File: src/hdl/lsnim_pkg.sv
// Shared types and constants for the lattice site / node index mapper.
// Used by lsnim_cfg and the core module; depends on nothing else.
package lsnim_pkg;

  localparam int DIMS        = 4;
  localparam int COORD_W     = 12;
  localparam int WORD_W      = 24;
  localparam int REG_W       = 7;
  localparam int HALF_W      = REG_W - 1;
  localparam int EXTENT_BITS = 6;
  localparam int COLORS      = 32;
  localparam int CLR_W       = $clog2(COLORS);
  localparam int SITES_W     = DIMS * REG_W;
  localparam int SUB_W       = SITES_W - CLR_W;
  localparam int ADDR_W      = 5;
  localparam int DATA_W      = 32;

  localparam logic [8:0]       EXT_MAX     = 9'(1 << EXTENT_BITS);
  localparam logic [REG_W-1:0] EXT_MIN     = REG_W'(2);
  localparam logic [REG_W-1:0] NODES_MIN   = REG_W'(1);
  localparam logic [REG_W-1:0] NODES_MAX   = REG_W'(64);
  localparam logic [REG_W-1:0] EXT_RESET   = REG_W'(2);
  localparam logic [REG_W-1:0] NODES_RESET = REG_W'(1);

  // Register map: extents first, then node counts, x fastest.
  localparam int REG_EXT_BASE   = 0;
  localparam int REG_NODES_BASE = DIMS;
  localparam int NUM_REGS       = 2 * DIMS;

  localparam logic ACT_TO_INDEX = 1'b0;
  localparam logic ACT_TO_SITE  = 1'b1;

  typedef struct packed {
    logic               action;
    logic [COORD_W-1:0] coord_x;
    logic [COORD_W-1:0] coord_y;
    logic [COORD_W-1:0] coord_z;
    logic [COORD_W-1:0] coord_t;
    logic [WORD_W-1:0]  node_in;
    logic [WORD_W-1:0]  index_in;
  } in_t;

  typedef struct packed {
    logic [WORD_W-1:0]  node_out;
    logic [WORD_W-1:0]  index_out;
    logic [COORD_W-1:0] site_x;
    logic [COORD_W-1:0] site_y;
    logic [COORD_W-1:0] site_z;
    logic [COORD_W-1:0] site_t;
    logic               out_of_range;
  } out_t;

  typedef struct packed {
    logic [DIMS-1:0][REG_W-1:0]   ext;
    logic [DIMS-1:0][REG_W-1:0]   nod;
    logic [DIMS-1:0][HALF_W-1:0]  half;
    logic [DIMS-1:0][2*REG_W-1:0] span;
    logic [2*HALF_W-1:0]          hxy;
    logic [3*HALF_W-1:0]          hxyz;
    logic [2*REG_W-1:0]           nxy;
    logic [3*REG_W-1:0]           nxyz;
    logic [SITES_W-1:0]           count;
    logic [SITES_W-1:0]           sites;
    logic [SUB_W-1:0]             sub;
    logic                         ok;
  } cfg_t;

endpackage

File: src/hdl/lsnim_cfg.sv
// Configuration registers behind the APB-style port, plus derived layout values.
// Depends on lsnim_pkg. Derived values are registered, with sub and ok settling last.
module lsnim_cfg (
  input  logic                         clk,
  input  logic                         rst,
  input  logic                         psel,
  input  logic                         penable,
  input  logic                         pwrite,
  input  logic [lsnim_pkg::ADDR_W-1:0] paddr,
  input  logic [lsnim_pkg::DATA_W-1:0] pwdata,
  output logic [lsnim_pkg::DATA_W-1:0] prdata,
  output lsnim_pkg::cfg_t              cfg
);

  localparam int RW = lsnim_pkg::REG_W;
  localparam int HW = lsnim_pkg::HALF_W;
  localparam int SW = lsnim_pkg::SITES_W;

  logic [RW-1:0] regs [lsnim_pkg::NUM_REGS];
  logic [lsnim_pkg::DIMS-1:0][RW-1:0] ext;
  logic [lsnim_pkg::DIMS-1:0][RW-1:0] nod;
  logic [lsnim_pkg::DIMS-1:0][HW-1:0] half;
  logic rng_ok;

  logic [lsnim_pkg::DIMS-1:0][2*RW-1:0] span;
  logic [2*RW-1:0] exy;
  logic [2*RW-1:0] ezt;
  logic [2*RW-1:0] nxy;
  logic [2*RW-1:0] nzt;
  logic [2*HW-1:0] hxy;
  logic            ok1;

  logic [SW-1:0]   sites;
  logic [SW-1:0]   count;
  logic [3*RW-1:0] nxyz;
  logic [3*HW-1:0] hxyz;
  logic            ok2;

  logic                          ok3;
  logic [lsnim_pkg::SUB_W-1:0]   sub;

  always_ff @(posedge clk) begin
    if (rst) begin
      for (int i = 0; i < lsnim_pkg::DIMS; i++) begin
        regs[lsnim_pkg::REG_EXT_BASE + i]   <= lsnim_pkg::EXT_RESET;
        regs[lsnim_pkg::REG_NODES_BASE + i] <= lsnim_pkg::NODES_RESET;
      end
    end else if (psel && penable && pwrite) begin
      regs[paddr[lsnim_pkg::ADDR_W-1:2]] <= pwdata[RW-1:0];
    end
  end

  assign prdata = lsnim_pkg::DATA_W'(regs[paddr[lsnim_pkg::ADDR_W-1:2]]);

  always_comb begin
    rng_ok = 1'b1;
    for (int d = 0; d < lsnim_pkg::DIMS; d++) begin
      ext[d]  = regs[lsnim_pkg::REG_EXT_BASE + d];
      nod[d]  = regs[lsnim_pkg::REG_NODES_BASE + d];
      half[d] = ext[d][RW-1:1];
      if (ext[d] < lsnim_pkg::EXT_MIN || 9'(ext[d]) > lsnim_pkg::EXT_MAX || ext[d][0]) begin
        rng_ok = 1'b0;
      end
      if (nod[d] < lsnim_pkg::NODES_MIN || nod[d] > lsnim_pkg::NODES_MAX) begin
        rng_ok = 1'b0;
      end
    end
  end

  always_ff @(posedge clk) begin
    for (int d = 0; d < lsnim_pkg::DIMS; d++) begin
      span[d] <= (2*RW)'(ext[d]) * (2*RW)'(nod[d]);
    end
    exy <= (2*RW)'(ext[0]) * (2*RW)'(ext[1]);
    ezt <= (2*RW)'(ext[2]) * (2*RW)'(ext[3]);
    nxy <= (2*RW)'(nod[0]) * (2*RW)'(nod[1]);
    nzt <= (2*RW)'(nod[2]) * (2*RW)'(nod[3]);
    hxy <= (2*HW)'(half[0]) * (2*HW)'(half[1]);
    ok1 <= rng_ok;

    sites <= SW'(exy) * SW'(ezt);
    count <= SW'(nxy) * SW'(nzt);
    nxyz  <= (3*RW)'(nxy) * (3*RW)'(nod[2]);
    hxyz  <= (3*HW)'(hxy) * (3*HW)'(half[2]);
    ok2   <= ok1;

    ok3 <= ok2 && ((sites % lsnim_pkg::COLORS) == '0);
    sub <= lsnim_pkg::SUB_W'(sites / lsnim_pkg::COLORS);
  end

  always_comb begin
    cfg.ext   = ext;
    cfg.nod   = nod;
    cfg.half  = half;
    cfg.span  = span;
    cfg.hxy   = hxy;
    cfg.hxyz  = hxyz;
    cfg.nxy   = nxy;
    cfg.nxyz  = nxyz;
    cfg.count = count;
    cfg.sites = sites;
    cfg.sub   = sub;
    cfg.ok    = ok3;
  end

endmodule

File: config.mk
export PLATFORM = sky130hd
export DESIGN_NAME = lsnim_cfg
export DESIGN_NICKNAME = d
export VERILOG_FILES = /design/src/hdl/lsnim_pkg.sv /design/src/hdl/lsnim_cfg.sv
export SDC_FILE = /design/constraint.sdc
export NUM_CORES = 2
export LEC_CHECK = 0
export ABC_CLOCK_PERIOD_IN_PS = 6400
export BUFFER_PORTS_ARGS = -buffer_cell sky130_fd_sc_hd__buf_2
export CAP_MARGIN = 20
export CORE_MARGIN = 5
export CORE_UTILIZATION = 45
export CTS_CLUSTER_SIZE = 20
export DETAILED_ROUTE_END_ITERATION = 12
export PLACE_DENSITY = 0.59
export SLEW_MARGIN = 20
export SYNTH_ARGS = -nofsm -noshare
export SYNTH_HDL_FRONTEND = slang
export SYNTH_SLANG_ARGS = --single-unit
File: constraint.sdc
create_clock -name clk -period 6.4 [get_ports clk]
set_clock_uncertainty 0.1 [all_clocks]
set_input_delay 0.64 -clock clk [delete_from_list [all_inputs] [get_ports clk]]
set_output_delay 0.64 -clock clk [all_outputs]
set_load 0.02 [all_outputs]
==> impl_summary.log <==
INFO  metric cts_tree = yes
INFO  metric max_slew.worst_pin.slew = between 1 and 1.5 ns
INFO  metric fin_util = 0.498
INFO  metric drt_iter0_drc = 1612
INFO  metric dp.final_hpwl = 76.0 mm
INFO  metric final_setup_vio_count = 0
INFO  metric mostFrequentLayoutCell = sky130_fd_sc_hd__inv_1
INFO  metric critPathBufInv = 3
INFO  metric achievable-frequency = 165 MHz
INFO  metric finalWirelength = around 97 mm
INFO  metric synthDistinctLibCells = 77
INFO  metric ff_latch_count_synth = approximately 300
INFO  metric r2r_slack = between 0.3 and 0.4 ns
INFO  metric drv_cap = 0
INFO  metric top_level_i_o_count = approximately 360
INFO  metric ys_dominant_reg_cell = sky130_fd_sc_hd__dfxtp_1
INFO  metric crit_type = reg -> reg
INFO  metric synth_largest_type_area_fraction = 0.296
INFO  metric avgViaCountPerCell = between 5 and 6
INFO  metric slowest_stage = sky130_fd_sc_hd__dfxtp_1
INFO  metric critical-path-top-delay-family = adder cells
INFO  metric worst_ep_arrival_time = 6.40 ns
INFO  metric crit_end_category = flop
INFO  metric grt.overflow.total = 0
INFO  metric num_rows = 108
INFO  metric synth_area_per_cell = between 9 and 10 um^2
INFO  metric rsz0062_at_grt = no
INFO  metric period_minus_slack = 6.05 ns
INFO  metric crit_path_to = sites[27]
INFO  metric synth_area_leader_cell = sky130_fd_sc_hd__fa_1
INFO  metric hold_violations = 0
INFO  metric worst_r2r_endpoint = sites[27]
INFO  metric holdCritPathClass = reg -> reg
INFO  metric ranking_of_synthesized_cells_by_area = sky130_fd_sc_hd__fa_1, sky130_fd_sc_hd__ha_1, sky130_fd_sc_hd__dfxtp_1, sky130_fd_sc_hd__and2_1, sky130_fd_sc_hd__inv_1
INFO  metric max_stage_delay = between 0.7 and 0.8 ns
INFO  metric worstReg2RegStart = exy[7]
INFO  metric grt_pass1_vias = around 30000
INFO  metric design.die.area = 93300 um^2
INFO  metric cts_made_buffers = 41
INFO  metric syn-cell-area = around 39000 um^2
INFO  metric crit_fanout = 14
INFO  metric final_cell_mix = sky130_fd_sc_hd__inv_1, sky130_fd_sc_hd__nand2_1, sky130_fd_sc_hd__fa_1
INFO  metric cts-resized-gates = 0
INFO  metric design.final.nets = between 5000 and 6000
INFO  metric clk_pin_slew_worst_paths = 0.05 ns
INFO  metric timing.critical_path.from_type = flop
INFO  metric portBuffers = ~300
INFO  metric fin_setup_tns = 0 ns
INFO  metric status = completed
INFO  metric synthCells = approximately 4300
INFO  metric crit_required = roughly 6.8 ns
INFO  metric starting_density_of_the_core = 0.453
INFO  metric crit_cells = 18
INFO  metric synth_edf_count = 56
INFO  metric crit_top_cell = sky130_fd_sc_hd__fa_1
INFO  metric floorplan.die.width = 306 um
INFO  metric global_placement_routability_congestion = between 0.8 and 0.9
INFO  metric routed-via-count = 28500
INFO  metric worstSkewPairLatency = about 0.60 ns
INFO  metric postCtsSetupRepairBufs = 0
INFO  metric ff2ff_path_depth = 18
INFO  metric maxSlewViolCount = 0
INFO  metric layout-drive-gt1-share = 0.103
INFO  metric cts.hold.buffers_added = 0
INFO  metric clockRootBuffer = sky130_fd_sc_hd__clkbuf_16
INFO  metric route.antenna.remaining_nets = 0
INFO  metric grt_start_max_net_pins = 30
INFO  metric worstSetupStartpoint = exy[7]
INFO  metric grt_pass1_wl = 160 mm
INFO  metric max_slew_margin = 0.277
INFO  metric detail_route.drc_violations = 0
INFO  metric ys_warn_count = 0
INFO  metric syn_to_final_growth = 9.88%
INFO  metric htree_num_levels = 2
INFO  metric drt_first_pass_iters = 5
INFO  metric synth-seq-area-share = 0.168
INFO  metric synthArstFlopShare = 0
INFO  metric clock_sinks = around 300
INFO  metric routedWlPerCell = 17.1 um
INFO  metric cts.path.max_buffers = 3
INFO  metric design.core.area = ~87000 um^2
INFO  metric gr-usage-all-layers = 0.209
INFO  metric die_height = 306 um
INFO  metric timing.critical_path.cells = nand2_1, fa_1, inv_1, fa_1, inv_1, fa_1, inv_1, fa_1, fa_1, fa_1, ha_1, o21a_1, o21ai_1, or3_1, a21oi_1, nor2_1, a211oi_1, xnor2_1
INFO  metric grt_antenna_before_repair = 0
INFO  metric layout_worst_path_cycle_share = 0.946
-- cell families (layout without fill, tap and decap cells) --
kind of cell	after synthesis	after routing	share of synthesized area
AND/OR/NAND/NOR	1363	1363	0.170
adder cells (fa/ha/maj)	1097	1097	0.460
buffers and inverters	950	1164	0.0956
AO/OA/AOI/OAI	377	377	0.0629
flip-flops	301	301	0.168
XOR/XNOR	171	171	0.0381
multiplexers	16	16	0.00548
other	1	26	0.0000954
-- per-layer routing --
metal,up-vias,wire [um],GRT usage
met5,-,0,0
met4,0,2290,0.0530
met3,104,6830,0.0422
met2,768,44100,0.340
met1,14000,43800,0.289
li1,13600,-,-
-- Yosys cell counts (3+ instances only) --
cell,n
sky130_fd_sc_hd__a21oi_1,128
sky130_fd_sc_hd__and4_1,3
sky130_fd_sc_hd__nor4_1,9
sky130_fd_sc_hd__or4_1,10
sky130_fd_sc_hd__or2_2,10
sky130_fd_sc_hd__o21ai_0,37
sky130_fd_sc_hd__xnor2_1,129
sky130_fd_sc_hd__buf_2,3
sky130_fd_sc_hd__and3_1,13
sky130_fd_sc_hd__a22oi_1,3
sky130_fd_sc_hd__o21ai_1,25
sky130_fd_sc_hd__and2_1,466
sky130_fd_sc_hd__xor2_1,42
sky130_fd_sc_hd__a31o_1,4
sky130_fd_sc_hd__o211ai_1,9
sky130_fd_sc_hd__mux2_2,4
sky130_fd_sc_hd__nand4_1,13
sky130_fd_sc_hd__buf_4,50
sky130_fd_sc_hd__mux4_2,4
sky130_fd_sc_hd__mux2i_1,8
sky130_fd_sc_hd__a31oi_1,14
sky130_fd_sc_hd__a211oi_1,24
sky130_fd_sc_hd__dfxtp_1,245
sky130_fd_sc_hd__a2111o_1,3
sky130_fd_sc_hd__ha_1,516
sky130_fd_sc_hd__a2111oi_0,5
sky130_fd_sc_hd__edfxtp_1,56
sky130_fd_sc_hd__clkbuf_1,167
sky130_fd_sc_hd__inv_1,728
sky130_fd_sc_hd__nand2_1,608
sky130_fd_sc_hd__a21o_1,44
sky130_fd_sc_hd__nand2b_1,15
sky130_fd_sc_hd__nand3_1,23
sky130_fd_sc_hd__o31ai_1,6
sky130_fd_sc_hd__a21oi_2,3
sky130_fd_sc_hd__nor3_1,29
sky130_fd_sc_hd__or3_1,12
sky130_fd_sc_hd__o21bai_1,25
sky130_fd_sc_hd__nor2_1,122
sky130_fd_sc_hd__fa_1,581
sky130_fd_sc_hd__nor2b_1,20
sky130_fd_sc_hd__o21a_1,17
-- how the worst min path moves through the flow --
stage,startpoint,endpoint,cells after the start
final,ok1,ok2,0
after global routing,ok1,ok2,0
after CTS,ok1,ok2,0
after detailed placement,ok1,ok2,0
after global placement,ok1,ok2,0
after floorplan,ok1,ok2,0
-- stage by stage --
step	area (um^2)	setup WS [ns]	hold WS [ns]	std cells
6_report	43200	0.348	0.242	5670
5_1_grt	43200	0.0286	0.248	5669
4_1_cts	43200	0.339	0.246	5669
3_5_place_dp	41800	0.350	0.233	5598
3_3_place_gp	41800	0.414	0.215	5598
2_1_floorplan	39400	0.865	0.210	4300
-- flip-flops by register name, indices dropped and copies added (netlist names), 18 cells and up --
register / flops
sites: 28
count: 28
regs: 56
hxyz: 18
cfg: 56
sub: 23
nxyz: 21
-- final cells by class --
cell class,count,area [um^2]
repair buffers,365,1980
well taps,1155,1450
clock buffers,53,1160
flip-flops and latches,301,6590
diodes,1,2.50
fillers,8381,43600
inverters,728,2730
clock inverters,18,224
multi-input cells,3049,29000
Power is not shown: default switching activity piles up to over one toggle a cycle in this logic, so the estimate is an artifact.
